==> config.mk <==
export PLATFORM = sky130hd
export DESIGN_NAME = gdh_axis_div
export DESIGN_NICKNAME = d
export VERILOG_FILES = /design/src/hdl/assert_macros.svh /design/src/hdl/gdh_pkg.sv /design/src/hdl/gdh_axis_div.sv
export SDC_FILE = /design/constraint.sdc
export NUM_CORES = 1
export LEC_CHECK = 0
export BUFFER_PORTS_ARGS = -buffer_cell sky130_fd_sc_hd__buf_2
export CORE_MARGIN = 2
export CORE_UTILIZATION = 52
export CTS_CLUSTER_SIZE = 28
export DETAILED_ROUTE_END_ITERATION = 6
export PLACE_DENSITY = 0.76
export RECOVER_POWER = 100
export SYNTH_ARGS = -nofsm -noshare
export SYNTH_HDL_FRONTEND = slang
export SYNTH_SLANG_ARGS = --single-unit
==> constraint.sdc <==
create_clock -name clk -period 2.5 [get_ports clk]
set_input_delay 0.5 -clock clk [delete_from_list [all_inputs] [get_ports clk]]
set_output_delay 0.5 -clock clk [all_outputs]
set_load 0.05 [all_outputs]
==> src/hdl/assert_macros.svh <==
// assertion helpers shared by the rtl files
`ifndef ASSERT_MACROS_SVH
`define ASSERT_MACROS_SVH

// same-cycle implication, held off during reset
`define ASSERT_IMPLIES(label, clk, rst, ante, cons) \
  label: assert property (@(posedge clk) disable iff (rst) (ante) |-> (cons)) \
    else $error("assertion failed: same-cycle implication");

// next-cycle implication, held off during reset
`define ASSERT_NEXT(label, clk, rst, ante, cons) \
  label: assert property (@(posedge clk) disable iff (rst) (ante) |=> (cons)) \
    else $error("assertion failed: next-cycle implication");

`endif

==> src/hdl/gdh_pkg.sv <==
`timescale 1ns / 1ps

package gdh_pkg;

  // operation codes
  localparam logic [1:0] OP_ACCUM      = 2'd0;
  localparam logic [1:0] OP_READ       = 2'd1;
  localparam logic [1:0] OP_READ_CLEAR = 2'd2;

  // configuration register indexes
  localparam int unsigned CFG_IDX_W = 2;
  localparam logic [CFG_IDX_W-1:0] CFG_X_LOW  = 2'd0;
  localparam logic [CFG_IDX_W-1:0] CFG_X_HIGH = 2'd1;
  localparam logic [CFG_IDX_W-1:0] CFG_Y_LOW  = 2'd2;
  localparam logic [CFG_IDX_W-1:0] CFG_Y_HIGH = 2'd3;

  // bound reset values, q3.12
  localparam logic signed [15:0] X_LOW_RESET  = -16'sd12288;
  localparam logic signed [15:0] X_HIGH_RESET = 16'sd12288;
  localparam logic signed [15:0] Y_LOW_RESET  = -16'sd12288;
  localparam logic signed [15:0] Y_HIGH_RESET = 16'sd12288;

  localparam int unsigned COUNT_W = 32;

  // bin store access kinds
  localparam logic [1:0] KIND_INC   = 2'd0;
  localparam logic [1:0] KIND_READ  = 2'd1;
  localparam logic [1:0] KIND_CLEAR = 2'd2;

  typedef struct packed {
    logic [1:0]         operation;
    logic signed [15:0] x_coord;
    logic signed [15:0] y_coord;
    logic [7:0]         bin_row;
    logic [7:0]         bin_col;
  } cmd_t;

  typedef struct packed {
    logic               landed;
    logic [7:0]         hit_row;
    logic [7:0]         hit_col;
    logic [COUNT_W-1:0] bin_count;
  } res_t;

  typedef struct packed {
    logic       valid;
    logic [1:0] kind;
  } store_ctl_t;

endpackage

==> src/hdl/gdh_axis_div.sv <==
`timescale 1ns / 1ps

module gdh_axis_div #(
  parameter int GRID = 256
) (
  input  logic                     clk,
  input  logic                     rst,
  input  logic                     start,
  input  logic [15:0]              off,
  input  logic [15:0]              span,
  output logic                     done,
  output logic [$clog2(GRID)-1:0]  quo
);
  import gdh_pkg::*;

  localparam int IW   = $clog2(GRID);
  localparam int NW   = 16 + IW;
  localparam int CNTW = $clog2(IW + 1);

  localparam logic [1:0] D_IDLE = 2'd0;
  localparam logic [1:0] D_LOAD = 2'd1;
  localparam logic [1:0] D_RUN  = 2'd2;

  logic [1:0]      state;
  logic [CNTW-1:0] cnt;
  logic [NW-1:0]   prod;
  logic [15:0]     rem;
  logic [IW-1:0]   low;
  logic [15:0]     dvs;
  logic [16:0]     trial;
  logic            ge;
  logic [15:0]     rem_next;

  // restoring step: bring in the next numerator bit
  assign trial    = {rem, low[IW-1]};
  assign ge       = trial >= {1'b0, dvs};
  assign rem_next = ge ? 16'(trial - {1'b0, dvs}) : trial[15:0];

  always_ff @(posedge clk) begin
    if (rst) begin
      state <= D_IDLE;
      cnt   <= '0;
      done  <= 1'b0;
    end else begin
      done <= 1'b0;
      case (state)
        D_IDLE: begin
          if (start) begin
            state <= D_LOAD;
          end
        end
        D_LOAD: begin
          state <= D_RUN;
          cnt   <= CNTW'(IW);
        end
        D_RUN: begin
          cnt <= cnt - 1'b1;
          if (cnt == CNTW'(1)) begin
            state <= D_IDLE;
            done  <= 1'b1;
          end
        end
        default: begin
          state <= D_IDLE;
        end
      endcase
    end
  end

  always_ff @(posedge clk) begin
    if (state == D_IDLE && start) begin
      // off < span, so off * grid fits and the quotient stays below grid
      prod <= NW'(NW'(off) * NW'(GRID));
      dvs  <= span;
    end
    if (state == D_LOAD) begin
      rem <= prod[NW-1:IW];
      low <= prod[IW-1:0];
      quo <= '0;
    end
    if (state == D_RUN) begin
      rem <= rem_next;
      low <= low << 1;
      quo <= IW'({quo, ge});
    end
  end

endmodule

==> impl_metrics.env, run 1 <==
export IMPL_min_period_ps=2464
export IMPL_min_from="off[13]"
export IMPL_finalClockSkew_ps=13.47
export IMPL_routed_wl_um=6543
export IMPL_avgSynthCellArea_sq_um=11.48
export IMPL_netlist_instances=280
export IMPL_core_area_sq_um=5956
export IMPL_dieArea_sq_um=6829
export IMPL_insertion_delay_ps=340
export IMPL_setup_worst_path_class="register to register"
export IMPL_reg2reg_setup_slack_ps=40
export IMPL_hold_ws_ps=332.1
export IMPL_ir_worst_vdd_mv=0.4537
export IMPL_post_route_period_util=0.9857
export IMPL_dp_final_hpwl_um=4400
export IMPL_dr_pass1_iters=4
export IMPL_port_buffers=43
export IMPL_whs_path_depth=1
export IMPL_antenna_found_initial=0
export IMPL_setup_violations=0
export IMPL_synth_top_area_share=0.5230
export IMPL_hold_viol=0
export IMPL_drc_errors=0
export IMPL_status="complete, no violations"
export IMPL_numCtsBuffers=9
export IMPL_rr_startpoint="rem[1]$_DFFE_PP_"
export IMPL_final_util=0.6471
export IMPL_cp_end_kind="register"
export IMPL_grt_pass1_wl_um=10180
export IMPL_grt_max_degree=40
export IMPL_syn_to_final_growth_pct=19.84
export IMPL_fill_cells=461
export IMPL_die_w_um=82.64
export IMPL_vias_per_cell=5.526
export IMPL_cellPowerDensity_nw_per_um2=1061
export IMPL_synth_edf_count=56
export IMPL_drt_antenna_violating_nets=0
export IMPL_yosys_area_top_type="edfxtp_1"
export IMPL_ys_async_sr_fraction=0
export IMPL_drive_gt1_frac=0.2277
export IMPL_r2r_cells=9
export IMPL_fin_setup_tns_ps=0
export IMPL_yosysSeqAreaShare=0.5665
export IMPL_drtIter0Drc=152
export IMPL_slew_headroom=0.4663
export IMPL_fmax_mhz=405.8
export IMPL_syn_nets=338
export IMPL_num_vias=2332
export IMPL_routabilityCongestion=0.8149
export IMPL_synth_area_leaders="edfxtp_1 (52%), ha_1 (8.6%), a21oi_1 (4.8%)"
export IMPL_worst_slew_pin_slew_ps=800.6
export IMPL_crit_reg2reg_capture="rem[15]$_DFFE_PP_"
export IMPL_placed_area_sq_um=3568
export IMPL_nets=400
export IMPL_path_max_fanout=9
export IMPL_dp_slack_ps=-31.06
export IMPL_initial_utilization=0.5399
export IMPL_syn_area_sq_um=3216
export IMPL_postCtsHoldBufs=0
export IMPL_grtUsageTotal=0.2023
export IMPL_power_leakage_nw=1.544
export IMPL_maxCapViolCount=0
export IMPL_clock_sinks=63
export IMPL_rows=28
export IMPL_ios=44
export IMPL_path_clk_slew_ps=80
export IMPL_synth_warnings=0
export IMPL_clock_path_buffers=2
export IMPL_cp_arrival_ps=2670
export IMPL_slew_viol_final=0
export IMPL_grt_busiest_layer="met2"
export IMPL_ys_ff_latch=63
export IMPL_numPlacedInstances=402
export IMPL_worstSetupStartpointType="register"
export IMPL_antenna_diode_count=0
export IMPL_final_area_sq_um=3854
export IMPL_synth_flop_cell="edfxtp_1"
export IMPL_grtUsageMet3=0.04022
export IMPL_layout_cells_non_filler=422
export IMPL_gr_usage_met1=0.2444
export IMPL_die_h_um=82.64
export IMPL_htree_levels=3
export IMPL_cts_tree="yes"
export IMPL_worstPathRequired_ps=2700
export IMPL_min_path_type="input pin to register"
export IMPL_crit_path_start="rem[1]$_DFFE_PP_"
export IMPL_detail_route_wl_per_cell_um=15.50
export IMPL_cts_root_buffer="clkbuf_8"
export IMPL_p_total_mw=4.088
export IMPL_final_common_cell="edfxtp_1"
export IMPL_synth_cell_types=48
export IMPL_fin_ws_ps=35.69
export IMPL_overflow=0
export IMPL_final_cell_mix="edfxtp_1 (56), buf_2 (34), nor2_1 (30), a21oi_1 (30), inv_1 (21)"
export IMPL_hold_end="prod[21]$_DFFE_PP_"
export IMPL_use_met2=0.3411
export IMPL_grt_pass1_vias=2275
power by group:
group          total [mW]  internal [mW]  switching [mW]
Clock               0.791          0.411           0.380
Combinational        1.73          0.701            1.03
Sequential           1.57           1.45           0.119
Total                4.09           2.56            1.53
final cells by class:
type / count / area, sq um / area share
Clock inverter: 3 / 17.52 / 0.004545
Clock buffer: 13 / 158.9 / 0.04123
Timing Repair Buffer: 57 / 305.3 / 0.07922
Inverter: 22 / 82.58 / 0.02143
Multi-Input combinational cell: 189 / 1374 / 0.3565
Tap cell: 75 / 93.84 / 0.02435
Sequential cell: 63 / 1822 / 0.4727
sequential cells by signal (all words and copies together) (netlist names):
signal,cells
quo,8
done,1
rem,16
dvs,16
state,2
prod,16
cnt,4
how the worst max path moves through the flow:
| stage | slack [ps] | to | cells after the start |
|---|---|---|---|
| finish | 40 | rem[15]$_DFFE_PP_ | 9 |
| global route | -20 | rem[15]$_DFFE_PP_ | 9 |
| CTS | 3 | rem[15]$_DFFE_PP_ | 9 |
| detailed placement | -30 | rem[15]$_DFFE_PP_ | 7 |
| global placement | 90 | rem[15]$_DFFE_PP_ | 9 |
| floorplan | 150 | rem[10]$_DFFE_PP_ | 10 |
synth_stat cells (all sizes together) (6+ instances only):
cell type and count:
edfxtp 56, a21oi 32, nor2 30, ha 22, inv 21, nand2 17, o21ai 11, and2 9
dfxtp 7, mux2i 7, nor2b 6, xor2 6
critical path: stages, from the launching register on:
cell	delay [ps]
edfxtp_1	450
ha_4	320
nand3_1	110
o21bai_4	200
a21oi_2	180
o21ai_2	90
a21o_1	190
and2_4	190
or4_1	500
nand3_1	100
per-layer routing:
| layer | wire [um] | vias up | share of wire |
|---|---|---|---|
| met5 | 0 | - | 0 |
| met4 | 231 | 0 | 0.035 |
| met3 | 267 | 23 | 0.041 |
| met2 | 3201 | 76 | 0.49 |
| met1 | 2843 | 1093 | 0.43 |
| li1 | - | 1140 | - |
kinds of logic after synthesis:
logic type               count (synthesis)  synth area share
buffers and inverters                   28           0.03541
adder cells (fa/ha/maj)                 23           0.09183
multiplexers                             8           0.02529
AO/OA/AOI/OAI                           64            0.1249
XOR/XNOR                                11           0.02996
flip-flops                              63            0.5665
AND/OR/NAND/NOR                         83            0.1261
what timing repair did:
| item | 4_1_cts | 5_1_grt |
|---|---|---|
| gates resized for setup | 6 | 8 |
| setup buffers | 0 | 3 |
| cloned | 0 | 1 |
| endpoints found under the setup margin | 2 | 11 |
| pin swaps | 0 | 1 |
No activity file was read; power rests on OpenSTA's default activity.
==> run 2: changes to the inputs <==
==> constraint.sdc (replaced) <==
create_clock -name clk -period 2.15 [get_ports clk]
set_input_delay 0.43 -clock clk [delete_from_list [all_inputs] [get_ports clk]]
set_output_delay 0.43 -clock clk [all_outputs]
set_load 0.05 [all_outputs]
==> run 2 against run 1 <==
Against the previous run:
- the flow now finishes with violations (setup timing)
- utilization increased by 4.5 points
- wire length about the same
- count of clock-buffer cells in the layout decreased by 3
- clock skew decreased by 2.6 ps
- critical path type unchanged
- cell area increased by 6.9%
- register-to-register slack got worse by 270 ps
- clock power increased by 6.1%
- largest cell class unchanged
- critical path depth increased by 1
==> impl_metrics.env, run 2 (synthesis gave the netlist of run 1 again) <==
export IMPL_status="finished, violations left"
export IMPL_violations="setup timing"
export IMPL_ios=44
export IMPL_num_vias=2376
export IMPL_grt_max_degree=40
export IMPL_die_w_um=82.64
export IMPL_worst_path_buf_inv=1
export IMPL_drtIter0Drc=107
export IMPL_worst_slew_pin_slew_ps=723.0
export IMPL_grt_pass1_vias=2339
export IMPL_hold_viol=0
export IMPL_dr_pass1_iters=4
export IMPL_hold_end="prod[8]$_DFFE_PP_"
export IMPL_drive_gt1_frac=0.3100
export IMPL_grtUsageMet3=0.04239
export IMPL_layout_cells_non_filler=446
export IMPL_routabilityCongestion=0.8151
export IMPL_dp_slack_ps=-259.9
export IMPL_worstPathRequired_ps=2210
export IMPL_core_area_sq_um=5956
export IMPL_critPathMaxStageDelay_ps=420
export IMPL_gr_usage_met1=0.2452
export IMPL_fmax_mhz=420.1
export IMPL_final_common_cell="edfxtp_1"
export IMPL_overflow=0
export IMPL_crit_path_frequent_cell="ha_1"
export IMPL_rsz0062_at_grt="true"
export IMPL_largestRegisters="dvs x16, prod x16, rem x16"
export IMPL_dieArea_sq_um=6829
export IMPL_use_met2=0.3403
export IMPL_min_period_ps=2380
export IMPL_rows=28
export IMPL_drt_antenna_violating_nets=0
export IMPL_setup_violations=17
export IMPL_htree_levels=3
export IMPL_grt_busiest_layer="met2"
export IMPL_worstSetupStartpointType="register"
export IMPL_fin_ws_ps=-230.4
export IMPL_die_h_um=82.64
export IMPL_p_total_mw=4.998
export IMPL_min_from="off[0]"
export IMPL_cp_end_kind="register"
export IMPL_slew_headroom=0.5180
export IMPL_cts_tree="yes"
export IMPL_antenna_diode_count=0
export IMPL_path_max_fanout=10
export IMPL_initial_utilization=0.5399
export IMPL_path_cells="ha_1 > ha_1 > nand2_1 > nor4_2 > nor4b_2 > a21o_1 > nand2_2 > buf_12 > mux2i_1 > a21oi_1"
export IMPL_nets=424
export IMPL_vias_per_cell=5.327
export IMPL_power_leakage_nw=1.680
export IMPL_dp_final_hpwl_um=4723
export IMPL_critical_path_top_delay_family="simple AND/OR/NAND/NOR gates"
export IMPL_numCtsBuffers=9
export IMPL_syn_to_final_growth_pct=28.17
export IMPL_cellPowerDensity_nw_per_um2=1213
export IMPL_grtUsageTotal=0.2028
export IMPL_hold_ws_ps=258.4
export IMPL_numPlacedInstances=427
export IMPL_ir_worst_vdd_mv=0.5668
export IMPL_detail_route_wl_per_cell_um=14.67
export IMPL_routed_wl_um=6544
export IMPL_postCtsHoldBufs=0
export IMPL_insertion_delay_ps=340
export IMPL_min_path_type="input pin to register"
export IMPL_port_buffers=43
export IMPL_maxCapViolCount=0
export IMPL_path_clk_slew_ps=70
export IMPL_reg2reg_setup_slack_ps=-230
export IMPL_cts_root_buffer="clkbuf_8"
export IMPL_antenna_found_initial=0
export IMPL_final_cell_mix="edfxtp_1 (56), buf_2 (34), buf_4 (30), nor2_1 (29), a21oi_1 (25)"
export IMPL_whs_path_depth=1
export IMPL_clock_path_buffers=2
export IMPL_rr_startpoint="rem[0]$_DFFE_PP_"
export IMPL_clock_sinks=63
export IMPL_crit_reg2reg_capture="rem[7]$_DFFE_PP_"
export IMPL_drc_errors=0
export IMPL_slew_viol_final=0
export IMPL_setup_worst_path_class="register to register"
export IMPL_grt_pass1_wl_um=10150
export IMPL_r2r_cells=10
export IMPL_finalClockSkew_ps=10.83
export IMPL_crit_slowest_cell="edfxtp_1"
export IMPL_post_route_period_util=1.107
export IMPL_cp_arrival_ps=2440
export IMPL_fill_cells=462
-- run 2: how the worst max path moves through the flow --
stage / startpoint / end / slack [ps] / cells after the start
after global routing: rem[0]$_DFFE_PP_ / rem[7]$_DFFE_PP_ / -330 / 10
after global placement: rem[1]$_DFFE_PP_ / rem[12]$_DFFE_PP_ / -140 / 9
after detailed placement: rem[6]$_DFFE_PP_ / rem[9]$_DFFE_PP_ / -260 / 10
after floorplan: rem[5]$_DFFE_PP_ / rem[15]$_DFFE_PP_ / -140 / 9
final: rem[0]$_DFFE_PP_ / rem[7]$_DFFE_PP_ / -230 / 10
after CTS: rem[0]$_DFFE_PP_ / rem[12]$_DFFE_PP_ / -200 / 10
-- run 2: layout make-up --
class / count / area [sq um] / area share
flip-flops and latches: 63 / 1822 / 0.4420
multi-input cells: 189 / 1459 / 0.3540
repair buffers: 81 / 509.2 / 0.1236
clock buffers: 10 / 127.6 / 0.03097
well taps: 75 / 93.84 / 0.02277
inverters: 22 / 82.58 / 0.02004
clock inverters: 6 / 27.53 / 0.006679
-- run 2: worst register-to-register path: cells and delay by family, from the launching register on --
family	cells	cell delay, ps
fa+ha+maj	2	470
buf+inv	1	160
mux	1	180
flops	1	420
simple gates	4	550
compound gates	2	320
-- run 2: repair_timing --
item	in CTS	in global routing
pin swaps	4	5
gates resized for setup	5	12
setup buffers	1	2
setup endpoints to repair	17	17
-- run 2: per-layer routing --
layer | routed length (um) | share of wire | up-vias
met5 | 0 | 0 | -
met4 | 97 | 0.015 | 0
met3 | 278 | 0.042 | 11
li1 | - | - | 1186
met1 | 2817 | 0.43 | 1129
met2 | 3351 | 0.51 | 50
-- run 2: stage by stage --
step	setup TNS (ps)	area, sq um	utilization
4_1_cts	-2464	4081	0.6853
2_1_floorplan	-257.5	3343	-
3_3_place_gp	-1487	3902	0.6553
6_report	-2805	4121	0.6920
3_5_place_dp	-2721	3902	0.6553
5_1_grt	-4696	4121	0.6920
-- run 2: report_power, final --
group / leakage, nW / switching, mW / internal [mW]
Combinational: 1.00 / 1.27 / 1.06
Sequential: 0.592 / 0.137 / 1.69
Clock: 0.0847 / 0.437 / 0.402
==> run 3: changes to the inputs <==
--- a/config.mk
+++ b/config.mk
@@ -10,7 +10,7 @@
 export CORE_UTILIZATION = 52
 export CTS_CLUSTER_SIZE = 28
 export DETAILED_ROUTE_END_ITERATION = 6
-export PLACE_DENSITY = 0.76
+export PLACE_DENSITY_LB_ADDON = 0.3
 export RECOVER_POWER = 100
 export SYNTH_ARGS = -nofsm -noshare
 export SYNTH_HDL_FRONTEND = slang
==> run 3 against run 2 <==
Against the previous run:
- the flow still finishes with violations (setup timing)
- non-clock buffer count up 2
- wire length down 1.5%
- combinational power about the same
- die area unchanged
- sequential power about the same
- sequential share of layout area down 0.57 points
- hold slack worse by 1.9 ps
- flip-flop and latch count unchanged
- total power up 3.9%
- fmax up 2.0%
- utilization up 0.90 points
- largest power group unchanged
- highest routed layer unchanged
==> impl_metrics.env, run 3 (synthesis gave the netlist of run 1 again) <==
export IMPL_dr_pass1_iters=4
export IMPL_antenna_found_initial=0
export IMPL_status="finished, violations left"
export IMPL_syn_to_final_growth_pct=29.84
export IMPL_path_max_fanout=5
export IMPL_hold_ws_ps=256.4
export IMPL_largestRegisters="dvs x16, prod x16, rem x16"
export IMPL_routed_wl_um=6446
export IMPL_final_cell_mix="edfxtp_1 (56), buf_2 (34), buf_4 (33), nor2_1 (30), a21oi_1 (27)"
export IMPL_initial_utilization=0.5399
export IMPL_cts_tree="yes"
export IMPL_worst_slew_pin_slew_ps=728.5
export IMPL_port_buffers=43
export IMPL_ir_worst_vdd_mv=0.6016
export IMPL_fmax_mhz=428.4
export IMPL_p_total_mw=5.193
export IMPL_overflow=0
export IMPL_slew_viol_final=0
export IMPL_r2r_cells=9
export IMPL_fin_ws_ps=-184.2
export IMPL_antenna_diode_count=0
export IMPL_fin_setup_tns_ps=-1757
export IMPL_whs_path_depth=1
export IMPL_rr_startpoint="rem[2]$_DFFE_PP_"
export IMPL_numCtsBuffers=9
export IMPL_setup_violations=15
export IMPL_drc_errors=0
export IMPL_num_vias=2354
export IMPL_hold_viol=0
export IMPL_cp_end_kind="register"
export IMPL_rsz0062_at_grt="true"
export IMPL_power_leakage_nw=1.716
export IMPL_crit_reg2reg_capture="rem[15]$_DFFE_PP_"
export IMPL_clock_sinks=63
export IMPL_vias_per_cell=5.254
export IMPL_min_period_ps=2334
export IMPL_cellPowerDensity_nw_per_um2=1244
export IMPL_drive_gt1_frac=0.3083
export IMPL_grt_pass1_vias=2324
export IMPL_core_area_sq_um=5956
export IMPL_die_h_um=82.64
export IMPL_routabilityCongestion=0.8372
export IMPL_setup_worst_path_class="register to register"
export IMPL_clock_path_buffers=2
export IMPL_nets=426
export IMPL_detail_route_wl_per_cell_um=14.39
export IMPL_finalClockSkew_ps=11.38
export IMPL_final_util=0.7011
export IMPL_cts_root_buffer="clkbuf_8"
export IMPL_htree_levels=3
export IMPL_worstPathRequired_ps=2350
export IMPL_final_area_sq_um=4175
export IMPL_insertion_delay_ps=340
export IMPL_placed_area_sq_um=3918
export IMPL_hold_end="prod[21]$_DFFE_PP_"
export IMPL_grtUsageTotal=0.2054
export IMPL_slew_headroom=0.5143
export IMPL_cp_arrival_ps=2540
export IMPL_dp_final_hpwl_um=4619
export IMPL_path_clk_slew_ps=70
export IMPL_ios=44
export IMPL_rows=28
export IMPL_worstSetupStartpointType="register"
export IMPL_grt_pass1_wl_um=10450
export IMPL_final_common_cell="edfxtp_1"
export IMPL_grt_max_degree=40
export IMPL_dieArea_sq_um=6829
export IMPL_drtIter0Drc=138
export IMPL_violations="setup timing"
export IMPL_drt_antenna_violating_nets=0
export IMPL_fill_cells=435
export IMPL_min_from="off[13]"
export IMPL_maxCapViolCount=0
export IMPL_reg2reg_setup_slack_ps=-180
export IMPL_die_w_um=82.64
export IMPL_min_path_type="input pin to register"
export IMPL_post_route_period_util=1.086
[run 3: cell types whose count changed in the layout (fill, tap and decap cells not counted), moves of 2 or more]
cell	previous run	this run
clkinv_2	4	2
buf_4	30	33
clkinv_1	3	1
clkbuf_16	0	2
a21oi_1	25	27
a21oi_2	7	4
[run 3: report_power, final]
| part | internal, mW | switching [mW] |
|---|---|---|
| Combinational | 1.08 | 1.27 |
| Clock | 0.588 | 0.437 |
| Sequential | 1.68 | 0.135 |
| Total | 3.35 | 1.84 |
[run 3: critical path, cell delays in order (launching register included)]
cell and delay [ps]:
edfxtp_1 430, ha_4 320, nand3_2 100, o21bai_4 190
a21oi_2 160, o21ai_2 90, a21o_1 190, and2_4 160
or4_1 460, nand3_1 90
[run 3: layout make-up]
cell class	instances	area, sq um	area share
clock buffer	14	195.2	0.04675
timing repair buffer	83	520.5	0.1247
tap	75	93.84	0.02248
multi-input combinational	189	1451	0.3476
clock inverter	2	10.01	0.002397
sequential	63	1822	0.4363
inverter	22	82.58	0.01978
[run 3: how the worst max path moves through the flow]
| stage | start | endpoint | slack, ps | cells past startpoint |
|---|---|---|---|---|
| floorplan | rem[5]$_DFFE_PP_ | rem[15]$_DFFE_PP_ | -140 | 9 |
| global placement | rem[1]$_DFFE_PP_ | rem[12]$_DFFE_PP_ | -150 | 9 |
| detailed placement | rem[1]$_DFFE_PP_ | rem[12]$_DFFE_PP_ | -240 | 9 |
| CTS | rem[0]$_DFFE_PP_ | rem[15]$_DFFE_PP_ | -180 | 9 |
| global route | rem[0]$_DFFE_PP_ | rem[15]$_DFFE_PP_ | -290 | 9 |
| finish | rem[2]$_DFFE_PP_ | rem[15]$_DFFE_PP_ | -180 | 9 |
[run 3: metrics by stage]
stage                     std cells  setup slack [ps]
after CTS                       447            -178.4
after global routing            448            -290.4
final                           448            -184.2
after detailed placement        429            -237.8
after floorplan                 280            -143.6
after global placement          429            -145.1
[run 3: metal layers]
layer	wire length (um)	share of wire	global-route usage
met5	0	0	0
met4	114	0.018	0.08852
met3	162	0.025	0.04239
met2	3147	0.49	0.3411
met1	3022	0.47	0.2600
[run 3: timing repair]
action,4_1_cts,5_1_grt
hold buffers,0,0
gates cloned,0,0
endpoints found under the setup margin,15,17
setup buffers,2,1
resized for setup,8,4
pin swaps,4,3
